--- src/hdl/button_led_matrix_scanner_core_assert.svh ---
// assertion macros used by the scanner rtl
`ifndef BUTTON_LED_MATRIX_SCANNER_CORE_ASSERT_SVH
`define BUTTON_LED_MATRIX_SCANNER_CORE_ASSERT_SVH

// same-cycle implication
`define BTNLED_ASSERT_IMP(lbl, clk, rst, ante, cons) \
   lbl: assert property (@(posedge clk) disable iff (rst) (ante) |-> (cons)) \
      else $error("scanner assertion failed");

// next-cycle implication
`define BTNLED_ASSERT_NXT(lbl, clk, rst, ante, cons) \
   lbl: assert property (@(posedge clk) disable iff (rst) (ante) |=> (cons)) \
      else $error("scanner assertion failed");

`endif

--- src/hdl/btnled_pkg.sv ---
`default_nettype none

package btnled_pkg;

   localparam int ROWS       = 8;
   localparam int HOLD_DEPTH = 64;

   localparam logic [2:0] CMD_TICK    = 3'd0;
   localparam logic [2:0] CMD_SET_PIN = 3'd1;
   localparam logic [2:0] CMD_SET_ROW = 3'd2;
   localparam logic [2:0] CMD_RD_BTN  = 3'd3;
   localparam logic [2:0] CMD_RD_LED  = 3'd4;
   localparam logic [2:0] CMD_POLL    = 3'd5;

   localparam logic [1:0] MODE_SHARED = 2'd1;
   localparam logic [1:0] MODE_PIN    = 2'd2;

   localparam logic [1:0] CSR_DELAY = 2'd0;
   localparam logic [1:0] CSR_MODE  = 2'd1;
   localparam logic [1:0] CSR_MASK  = 2'd2;

   typedef enum logic [2:0] {
      S_IDLE,
      S_EXEC,
      S_PIN_RD,
      S_PIN_WR,
      S_POLL_ROW,
      S_POLL_BIT,
      S_FINISH
   } state_type;

   typedef struct packed {
      logic [2:0] command;
      logic [7:0] switch_sample;
      logic [5:0] pin_index;
      logic [2:0] row_index;
      logic [7:0] data_value;
   } req_payload_type;

   typedef struct packed {
      logic [7:0] cathode_drive;
      logic [7:0] anode_drive;
      logic [7:0] read_data;
      logic       event_valid;
      logic [5:0] event_pin;
      logic       event_level;
      logic       last;
   } rsp_payload_type;

   typedef struct packed {
      logic       we;
      logic [5:0] addr;
      logic [7:0] wdata;
   } holdoff_req_type;

endpackage

`default_nettype wire

--- src/hdl/btnled_holdoff_mem.sv ---
`default_nettype none

module btnled_holdoff_mem
   import btnled_pkg::*;
(
   input  wire logic            clock,
   input  wire logic            reset,
   input  wire holdoff_req_type mem_req,
   output logic [7:0]           rd_data
);

   logic [7:0] mem_ff [HOLD_DEPTH];
   logic       valid_ff [HOLD_DEPTH];
   logic [7:0] rdata_ff;
   logic       rvalid_ff;

   always_ff @(posedge clock) begin
      if (mem_req.we) begin
         mem_ff[mem_req.addr] <= mem_req.wdata;
      end
      rdata_ff <= mem_ff[mem_req.addr];
   end

   // entries never written since reset read as zero
   always_ff @(posedge clock) begin
      if (reset) begin
         for (int i = 0; i < HOLD_DEPTH; i++) begin
            valid_ff[i] <= 1'b0;
         end
         rvalid_ff <= 1'b0;
      end else begin
         if (mem_req.we) begin
            valid_ff[mem_req.addr] <= 1'b1;
         end
         rvalid_ff <= valid_ff[mem_req.addr];
      end
   end

   assign rd_data = rvalid_ff ? rdata_ff : 8'h00;

endmodule

`default_nettype wire

--- src/hdl/button_led_matrix_scanner_core.sv ---
// most commands pass S_EXEC then S_FINISH before their result is registered; a scan tick in
// per-pin debounce mode steps one pin counter at a time, S_PIN_RD then S_PIN_WR, through the
// single-port hold-off memory. a poll walks all 64 flags one bit a cycle, holding on a flagged
// bit while the output is busy, with an S_POLL_ROW step per row. one request at a time; next
// accepted once the last result is in the output register. synchronous reset: column 0,
// buttons 0xff, flags, leds, shared counter and control registers zero; no clearing pass.
`default_nettype none

`include "button_led_matrix_scanner_core_assert.svh"

module button_led_matrix_scanner_core
   import btnled_pkg::*;
(
   input  wire logic            clock,
   input  wire logic            reset,
   input  wire logic            req_valid,
   output logic                 req_ready,
   input  wire req_payload_type req_payload,
   output logic                 rsp_valid,
   input  wire logic            rsp_ready,
   output rsp_payload_type      rsp_payload,
   input  wire logic            csr_we,
   input  wire logic [1:0]      csr_index,
   input  wire logic [7:0]      csr_data
);

   state_type       state_ff, state_in;
   req_payload_type req_ff, req_in;
   rsp_payload_type pend_ff, pend_in;
   rsp_payload_type rsp_ff, rsp_in;
   logic            pend_valid_ff, pend_valid_in;
   logic            rsp_valid_ff, rsp_valid_in;

   logic [2:0] col_ff, col_in;
   logic [2:0] prev_ff, prev_in;
   logic [2:0] bit_ff, bit_in;
   logic [2:0] prow_ff, prow_in;
   logic [7:0] chrow_ff, chrow_in;
   logic [7:0] lvlrow_ff, lvlrow_in;
   logic [7:0] shared_ff, shared_in;
   logic [7:0] delay_ff, delay_in;
   logic [1:0] mode_ff, mode_in;
   logic [7:0] mask_ff, mask_in;

   logic [7:0] btn_ff [ROWS];
   logic [7:0] btn_in [ROWS];
   logic [7:0] flag_ff [ROWS];
   logic [7:0] flag_in [ROWS];
   logic [7:0] led_ff [ROWS];
   logic [7:0] led_in [ROWS];

   logic [2:0] btn_idx, led_idx, col_next;
   logic [7:0] btn_rd, flag_rd, led_rd;
   logic [7:0] hold, ch, mem_rd;
   logic       chg, out_free;

   holdoff_req_type mem_req;

   btnled_holdoff_mem u_holdoff (
      .clock   (clock),
      .reset   (reset),
      .mem_req (mem_req),
      .rd_data (mem_rd)
   );

   assign col_next    = col_ff + 3'd1;
   assign out_free    = !rsp_valid_ff || rsp_ready;
   assign req_ready   = (state_ff == S_IDLE);
   assign rsp_valid   = rsp_valid_ff;
   assign rsp_payload = rsp_ff;

   // one row port for button levels and flags, one for leds
   always_comb begin
      if (state_ff == S_POLL_ROW) begin
         btn_idx = prow_ff;
      end else if (state_ff == S_PIN_WR) begin
         btn_idx = prev_ff;
      end else if (req_ff.command == CMD_RD_BTN) begin
         btn_idx = req_ff.row_index;
      end else begin
         btn_idx = col_ff;
      end

      if (req_ff.command == CMD_SET_PIN) begin
         led_idx = req_ff.pin_index[5:3];
      end else if (req_ff.command == CMD_SET_ROW || req_ff.command == CMD_RD_LED) begin
         led_idx = req_ff.row_index;
      end else begin
         led_idx = col_next;
      end
   end

   assign btn_rd  = btn_ff[btn_idx];
   assign flag_rd = flag_ff[btn_idx];
   assign led_rd  = led_ff[led_idx];

   always_comb begin
      state_in      = state_ff;
      req_in        = req_ff;
      pend_in       = pend_ff;
      pend_valid_in = pend_valid_ff;
      rsp_in        = rsp_ff;
      rsp_valid_in  = rsp_valid_ff;
      col_in        = col_ff;
      prev_in       = prev_ff;
      bit_in        = bit_ff;
      prow_in       = prow_ff;
      chrow_in      = chrow_ff;
      lvlrow_in     = lvlrow_ff;
      shared_in     = shared_ff;
      delay_in      = delay_ff;
      mode_in       = mode_ff;
      mask_in       = mask_ff;
      btn_in        = btn_ff;
      flag_in       = flag_ff;
      led_in        = led_ff;
      hold          = shared_ff;
      ch            = req_ff.switch_sample ^ btn_rd;
      chg           = ch[bit_ff];
      mem_req.we    = 1'b0;
      mem_req.addr  = {prev_ff, bit_ff};
      mem_req.wdata = 8'h00;

      if (rsp_valid_ff && rsp_ready) begin
         rsp_valid_in = 1'b0;
      end

      if (csr_we) begin
         unique case (csr_index)
            CSR_DELAY: delay_in = csr_data;
            CSR_MODE:  mode_in  = csr_data[1:0];
            CSR_MASK:  mask_in  = csr_data;
            default:   ;
         endcase
      end

      unique case (state_ff)
         S_IDLE: begin
            if (req_valid) begin
               req_in        = req_payload;
               pend_valid_in = 1'b0;
               state_in      = S_EXEC;
            end
         end

         S_EXEC: begin
            pend_in       = '0;
            pend_valid_in = 1'b1;
            state_in      = S_FINISH;
            unique case (req_ff.command)
               CMD_TICK: begin
                  col_in                = col_next;
                  prev_in               = col_ff;
                  pend_in.cathode_drive = ~(8'h01 << col_next) ^ mask_ff;
                  pend_in.anode_drive   = (int'(col_next) < ROWS) ? led_rd : 8'h00;
                  if (mode_ff == MODE_SHARED && shared_ff != 8'h00) begin
                     hold = shared_ff - 8'd1;
                  end
                  shared_in = hold;
                  if (int'(col_ff) < ROWS) begin
                     if (mode_ff == MODE_PIN) begin
                        bit_in   = 3'd0;
                        state_in = S_PIN_RD;
                     end else if (mode_ff != MODE_SHARED || hold == 8'h00) begin
                        flag_in[btn_idx] = flag_rd | ch;
                        btn_in[btn_idx]  = req_ff.switch_sample;
                        if (mode_ff == MODE_SHARED && ch != 8'h00) begin
                           shared_in = delay_ff;
                        end
                     end
                  end
               end
               CMD_SET_PIN: begin
                  if (int'(req_ff.pin_index) < 8 * ROWS) begin
                     led_in[led_idx][req_ff.pin_index[2:0]] = (req_ff.data_value != 8'h00);
                  end
               end
               CMD_SET_ROW: begin
                  if (int'(req_ff.row_index) < ROWS) begin
                     led_in[led_idx] = req_ff.data_value;
                  end
               end
               CMD_RD_BTN: begin
                  pend_in.read_data = (int'(req_ff.row_index) < ROWS) ? btn_rd : 8'hff;
               end
               CMD_RD_LED: begin
                  pend_in.read_data = (int'(req_ff.row_index) < ROWS) ? led_rd : 8'hff;
               end
               CMD_POLL: begin
                  pend_valid_in = 1'b0;
                  prow_in       = 3'd0;
                  state_in      = S_POLL_ROW;
               end
               default: ;
            endcase
         end

         S_PIN_RD: begin
            state_in = S_PIN_WR;
         end

         // one pin counter per visit: count down, or take a change and reload
         S_PIN_WR: begin
            mem_req.we = 1'b1;
            if (mem_rd != 8'h00) begin
               mem_req.wdata = mem_rd - 8'd1;
            end else if (chg) begin
               mem_req.wdata                = delay_ff;
               btn_in[btn_idx][bit_ff]  = req_ff.switch_sample[bit_ff];
               flag_in[btn_idx][bit_ff] = 1'b1;
            end
            if (bit_ff == 3'd7) begin
               state_in = S_FINISH;
            end else begin
               bit_in   = bit_ff + 3'd1;
               state_in = S_PIN_RD;
            end
         end

         S_POLL_ROW: begin
            chrow_in         = flag_rd;
            lvlrow_in        = btn_rd;
            flag_in[btn_idx] = 8'h00;
            bit_in           = 3'd0;
            state_in         = S_POLL_BIT;
         end

         // an event waits in pend until the next one shows it was not the last
         S_POLL_BIT: begin
            if (!(chrow_ff[bit_ff] && pend_valid_ff && !out_free)) begin
               if (chrow_ff[bit_ff]) begin
                  if (pend_valid_ff) begin
                     rsp_in       = pend_ff;
                     rsp_valid_in = 1'b1;
                  end
                  pend_in             = '0;
                  pend_in.event_valid = 1'b1;
                  pend_in.event_pin   = {prow_ff, bit_ff};
                  pend_in.event_level = lvlrow_ff[bit_ff];
                  pend_valid_in       = 1'b1;
               end
               if (bit_ff == 3'd7) begin
                  if (prow_ff == 3'(ROWS - 1)) begin
                     state_in = S_FINISH;
                  end else begin
                     prow_in  = prow_ff + 3'd1;
                     state_in = S_POLL_ROW;
                  end
               end else begin
                  bit_in = bit_ff + 3'd1;
               end
            end
         end

         S_FINISH: begin
            if (out_free) begin
               rsp_in        = pend_valid_ff ? pend_ff : '0;
               rsp_in.last   = 1'b1;
               rsp_valid_in  = 1'b1;
               pend_valid_in = 1'b0;
               state_in      = S_IDLE;
            end
         end

         default: state_in = S_IDLE;
      endcase
   end

   always_ff @(posedge clock) begin
      if (reset) begin
         state_ff      <= S_IDLE;
         pend_valid_ff <= 1'b0;
         rsp_valid_ff  <= 1'b0;
         col_ff        <= 3'd0;
         shared_ff     <= 8'h00;
         delay_ff      <= 8'h00;
         mode_ff       <= 2'd0;
         mask_ff       <= 8'h00;
         for (int i = 0; i < ROWS; i++) begin
            btn_ff[i]  <= 8'hff;
            flag_ff[i] <= 8'h00;
            led_ff[i]  <= 8'h00;
         end
      end else begin
         state_ff      <= state_in;
         pend_valid_ff <= pend_valid_in;
         rsp_valid_ff  <= rsp_valid_in;
         col_ff        <= col_in;
         shared_ff     <= shared_in;
         delay_ff      <= delay_in;
         mode_ff       <= mode_in;
         mask_ff       <= mask_in;
         btn_ff        <= btn_in;
         flag_ff       <= flag_in;
         led_ff        <= led_in;
      end
   end

   always_ff @(posedge clock) begin
      req_ff    <= req_in;
      pend_ff   <= pend_in;
      rsp_ff    <= rsp_in;
      prev_ff   <= prev_in;
      bit_ff    <= bit_in;
      prow_ff   <= prow_in;
      chrow_ff  <= chrow_in;
      lvlrow_ff <= lvlrow_in;
   end

   `BTNLED_ASSERT_NXT(a_busy_after_accept, clock, reset, req_valid && req_ready, !req_ready)
   `BTNLED_ASSERT_IMP(a_idle_no_pending, clock, reset, state_ff == S_IDLE, !pend_valid_ff)
   `BTNLED_ASSERT_IMP(a_pin_wr_after_rd, clock, reset, state_ff == S_PIN_WR, $past(state_ff) == S_PIN_RD)

endmodule

`default_nettype wire

--- config.mk ---
export PLATFORM = sky130hd
export DESIGN_NAME = button_led_matrix_scanner_core
export DESIGN_NICKNAME = d
export VERILOG_FILES = /design/src/hdl/btnled_pkg.sv /design/src/hdl/btnled_holdoff_mem.sv /design/src/hdl/button_led_matrix_scanner_core.sv
export VERILOG_INCLUDE_DIRS = /design/src /design/src/hdl
export SDC_FILE = /design/constraint.sdc
export NUM_CORES = 1
export LEC_CHECK = 0
export ABC_AREA = 0
export BUFFER_PORTS_ARGS = -buffer_cell sky130_fd_sc_hd__buf_2
export CAP_MARGIN = 20
export CORE_AREA = 10 10 272 274
export CTS_CLUSTER_DIAMETER = 50
export CTS_CLUSTER_SIZE = 28
export DETAILED_ROUTE_END_ITERATION = 10
export DIE_AREA = 0 0 282 284
export GPL_TIMING_DRIVEN = 1
export PLACE_DENSITY = 0.73
export SLEW_MARGIN = 10
export SYNTH_ARGS = -nofsm -noshare
export SYNTH_HDL_FRONTEND = slang
export SYNTH_SLANG_ARGS = --single-unit
--- constraint.sdc ---
create_clock -name clock -period 15.05 [get_ports clock]
set_clock_uncertainty 0.05 [all_clocks]
set_input_delay 0 -clock clock [delete_from_list [all_inputs] [get_ports clock]]
set_output_delay 0 -clock clock [all_outputs]
set_load 0.01 [all_outputs]
Yosys cells after proc, flatten, opt, wreduce, memory -nomap -nowiden --
Memory sizes are Yosys's and may differ from the RTL's. A register that Yosys moved wholly into a read port is not among the register bits. Cells that the tools add are included.
Operators by class: shift operators 1, equal/unequal tests 32, $add $sub $neg 5, reductions and logical operators 44, $lt $le $gt $ge 8, bitwise gates (word level) 9, muxes and demuxes 114
Operator list (count):
- $mux W64 | 10
- $bwmux W64 | 5
- $pmux W64 S2 | 2
- $mux W33 | 7
- $pmux W64 S3 | 1
- $mux W8 | 20
- $pmux W33 S2 | 2
- $demux W8 S3 | 4
- $bmux W8 S3 | 3
- $and A64 B64 Y64 | 1
- $not A64 Y64 | 1
- $or A64 B64 Y64 | 1
- $mux W3 | 19
- $reduce_bool A8 Y1 | 4
- $mux W1 | 25
- $ne A2 B2 Y1 const B | 12
- $eq A3 B3 Y1 const B | 7
- $pmux W3 S7 | 1
- $mux W16 | 1
- $pmux W8 S2 | 1
- $sub A8 B1 Y8 const B | 2
- $xor A8 B8 Y8 | 2
- $reduce_and A5 Y1 | 3
- $bmux W1 S3 | 4
- 35 further kinds | 75
Storage, ports and cells: RAM bits 576, logic and storage cells 271, output and inout port bits 35, flip-flop bits (word level) 345, input bits 43, memories kept 2
Memories:
- u_holdoff.mem_ff | depth 64, width 8, read ports 1, clocked after Yosys merged registers in 1, write ports 1, RTL line btnled_holdoff_mem.sv:12 | logic [7:0] mem_ff [HOLD_DEPTH];
- u_holdoff.valid_ff | depth 64, width 1, read ports 1, clocked after Yosys merged registers in 1, write ports 64, RTL line btnled_holdoff_mem.sv:13 | logic valid_ff [HOLD_DEPTH];

Longest topological paths before layout --
depth in word-level cells 15, mapped depth 17, mapped depth without buffers 13

Modules after synthesis --
A second synthesis with hierarchy kept.
Second synthesis, totals: cell total of the unflattened synthesis 3076, area, all modules 39063.7 um2
Modules (own cells, without submodules):
- btnled_holdoff_mem | times used 1, cells each 1353, area each 22669.2 um2
- button_led_matrix_scanner_core | times used 1, cells each 1723, area each 16394.5 um2

Worst setup path before layout --
OpenSTA, ideal clock, no wires.
path kind flip-flop to flip-flop, from reg req_ff[27] (netlist bit), to mem u_holdoff.mem_ff[0][4], data pin, clock period less this slack 6.265 ns, library setup time 0.681 ns, required time 14.319 ns, slack 8.785 ns, path buffers 3, cell stages (with the launch flop) 15, arrival 5.534 ns, cell sequence edfxtp_1 > and3b_1 > mux2_2 > a21oi_4 > buf_4 > buf_6 > nor2_1 > a21oi_1 > a2bb2oi_1 > mux2i_1 > o2111ai_2 > nor2_2 > buf_2 > a21oi_1 > nor3_1
RTL lines:
- start, declared | RTL line button_led_matrix_scanner_core.sv:28 | req_payload_type req_ff, req_in;
- start signal, assigned | RTL line button_led_matrix_scanner_core.sv:300 | req_ff <= req_in;
- end, declared | RTL line btnled_holdoff_mem.sv:12

==> impl_metrics.json <==
{
  "status": "complete, no violations",
  "syn_inst": 3162,
  "fill_cells": 5016,
  "p_leak_nw": 13.9,
  "nets": 3295,
  "die_h_um": 284,
  "end_kind": "flip-flop",
  "cts_buffer_depth": 3,
  "cts_max_level": 3,
  "min_period_over_period_pct": 44.5,
  "rsz0062_at_grt": "false",
  "coreArea_um2": 68300,
  "port_buffers": 77,
  "fmaxAchievable_mhz": 149,
  "rows": 96,
  "synthToLayoutAreaGrowth_pct": 13.0,
  "cts_resized": 0,
  "cts_tree": "yes",
  "slew_headroom_pct": 21.9,
  "dp_cells": 3982,
  "critPathRequiredTime_ps": 15290,
  "cts_sinks": 929,
  "grt_antenna_before_repair": 3,
  "setup_ws_ps": 8350,
  "wirelength_um": 127000,
  "drcViolationCount": 0,
  "drv_slew": 0,
  "fp.dieW_um": 282,
  "cp_max_fo": 64,
  "finalHoldViolations": 0,
  "synthArstFlopShare_pct": 0,
  "grt_pass1_wl_um": 186000,
  "hold_path_depth": 2,
  "yosys_warnings": 0,
  "antenna_left": 0,
  "initial_core_util_pct": 56.5,
  "layout_min_cycle_time_ps": 6700,
  "synth.avg_cell_area_um2": 12.2,
  "path_clk_slew_ps": 70,
  "via_per_inst": 6.95,
  "ys.flop_type": "edfxtp_1",
  "insertion_delay_ps": 660,
  "finalSetupTns_ps": 0,
  "antenna_cells": 0,
  "worst_pin_slew_ps": 1170,
  "place.gp.congestion": 1.02,
  "rr_worst_depth": 14,
  "overflow": 0,
  "cts-root-buf": "clkbuf_16",
  "synth-edff-count": 630,
  "io_pins": 78,
  "powerDensity_nw_per_um2": 155,
  "grt_pass1_vias": 27900,
  "instances_no_fill": 4196,
  "cp.arrival_ps": 6940,
  "yosysSeqAreaShare_pct": 64.5,
  "hpwl_um": 83000,
  "power_mw": 6.78,
  "drive_above_1_share_pct": 12.2,
  "cap_viol_max_count": 0,
  "vias": 29200,
  "grt_use_total_pct": 31.1,
  "dp_slack_ps": 8210,
  "synth_seq_cells": 929,
  "yosysUniqueCellTypes": 87,
  "path_class": "reg -> reg",
  "grt_max_degree": 93,
  "dieArea_um2": 80100,
  "drt_iter0_markers": 3905,
  "wl_per_cell_um": 30.3,
  "hold_path.class": "in -> reg",
  "start_kind": "flip-flop",
  "syn-cell-area_um2": 38600,
  "finalSetupViolCount": 0,
  "syn-num-nets": 3215,
  "peakVddDrop_uv": 114,
  "cts_buffers": 84,
  "firstDrtPassIters": 7,
  "hold_slack_ps": 14.5
}
-- cells in the mapped netlist (all sizes together) (8+ instances only) --
| library cell | number | area [um^2] |
|---|---|---|
| nand4 | 12 | 75.1 |
| buf | 68 | 317 |
| a41oi | 30 | 263 |
| mux2 | 34 | 383 |
| and2 | 19 | 119 |
| nand2 | 168 | 631 |
| or3 | 13 | 81.3 |
| o221ai | 11 | 103 |
| a2bb2oi | 9 | 78.8 |
| a211oi | 84 | 636 |
| nor2b | 41 | 257 |
| a221oi | 79 | 716 |
| ha | 10 | 125 |
| a311oi | 27 | 236 |
| clkbuf | 152 | 571 |
| a32oi | 12 | 105 |
| mux2i | 104 | 1040 |
| xor2 | 8 | 70.1 |
| edfxtp | 630 | 18900 |
| a22oi | 207 | 1570 |
| o211ai | 14 | 105 |
| nor2 | 345 | 1300 |
| o21ai | 68 | 359 |
| dfxtp | 299 | 5990 |
| nor4 | 11 | 68.8 |
| xnor2 | 20 | 175 |
| o21a | 56 | 420 |
| nand3b | 13 | 97.6 |
| a22o | 48 | 420 |
| inv | 27 | 101 |
| and4 | 9 | 78.8 |
| a21o | 13 | 97.6 |
| a21oi | 239 | 1210 |
| a31oi | 79 | 494 |
| nand3 | 45 | 225 |
| nor3 | 40 | 215 |
| nand2b | 9 | 56.3 |
| and3 | 18 | 113 |
| o22ai | 22 | 138 |
-- stage by stage --
| step | instance area, um^2 | utilization, % |
|---|---|---|
| 2_1_floorplan | 38600 | - |
| 3_3_place_gp | 39900 | 58.4 |
| 3_5_place_dp | 40000 | 58.5 |
| 4_1_cts | 43500 | 63.7 |
| 5_1_grt | 43600 | 63.8 |
| 6_report | 43600 | 63.8 |
-- cells by family (layout without fill, tap and decap cells) --
family                     Yosys count  count (layout)  synth area share [%]
AOI/OAI and AO/OA                 1040            1040                  19.0
muxes                              140             140                  3.81
adders and majority gates           10              10                 0.324
and+or+nand+nor                    766             766                  9.09
xor gates and xnor gates            28              28                 0.636
DFF                                929             929                  64.5
buffers and inverters              249             401                  2.58
-- layout by cell type (no fill, tap or decap), types with 32 or more instances in the layout --
master | netlist | final
buf_2 | 22 | 77
nor3_1 | 37 | 33
o21ai_0 | 61 | 61
buf_4 | 5 | 80
nand2_1 | 168 | 168
edfxtp_1 | 630 | 630
dfxtp_1 | 299 | 299
a22oi_1 | 206 | 206
nand3_1 | 45 | 45
mux2i_1 | 104 | 104
nor2b_1 | 41 | 41
mux2_2 | 32 | 32
nor2_1 | 343 | 335
dlygate4sd3_1 | 0 | 51
clkbuf_16 | 0 | 87
a221oi_1 | 77 | 76
a21oi_1 | 238 | 236
a211oi_1 | 83 | 83
a22o_1 | 48 | 48
o21a_1 | 56 | 56
a31oi_1 | 79 | 79
-- state kept, by name, indices dropped and copies added (netlist names), 8 cells and up --
name	count
btn_ff	64
chrow_ff	8
delay_ff	8
flag_ff	64
led_ff	64
lvlrow_ff	8
mask_ff	8
pend_ff	32
req_ff	28
rsp_payload	33
shared_ff	8
u_holdoff.mem_ff	512
u_holdoff.rdata_ff	8
u_holdoff.valid_ff	64
-- path summary, 6_finish.rpt --
path,end,start,slack (ps)
worst min register to register,u_holdoff.valid_ff[25]$_DFF_P_,u_holdoff.valid_ff[25]$_DFF_P_,420
worst max-delay path,u_holdoff.mem_ff[15][5]$_DFFE_PP_,state_ff[2]$_SDFFE_PP0P_,8350
worst min-delay path,req_ff[3]$_DFFE_PP_,req_payload[3],10
worst max register to register,u_holdoff.mem_ff[15][5]$_DFFE_PP_,state_ff[2]$_SDFFE_PP0P_,8350
-- critical path, stage by stage (launching register included) --
cell	delay (ps)
dfxtp_1	740
or3b_1	590
inv_2	570
nor2_2	140
buf_4	310
a21oi_4	200
buf_4	440
mux2_1	370
o221ai_1	270
a221oi_4	140
xor2_1	370
o22ai_1	210
or2_2	400
nor3_2	500
a21o_2	920
-- report_power, final --
part | switching [mW] | total [mW] | internal (mW) | leakage (nW)
sequential | 0.0951 | 2.92 | 2.83 | 7.24
combinational | 1.09 | 1.53 | 0.437 | 5.18
clock | 1.08 | 2.33 | 1.24 | 1.48
-- metal layers --
metal	global-route usage (%)	vias up	share of wire (%)
li1	-	12500	-
met1	41.4	14300	38
met2	48.1	1989	46
met3	6.49	370	11
met4	14.5	4	5.0
met5	0	-	0.021
-- cell type report --
type,count,area (um^2),share of cell area (%)
clock inverters,64,845,1.94
multi-input cells,1984,12800,29.4
flip-flops and latches,929,24900,57.1
inverters,29,109,0.250
repair buffers,214,1590,3.64
clock buffers,94,2220,5.10
well taps,882,1100,2.53
-- timing repair --
| action | CTS | global route |
|---|---|---|
| buffers inserted | 0 | 0 |
| endpoints found under the setup margin | 0 | 0 |
| hold buffers | 51 | 0 |
| endpoints found under the hold margin | 63 | 0 |
Power figures use the tool's default switching activity.
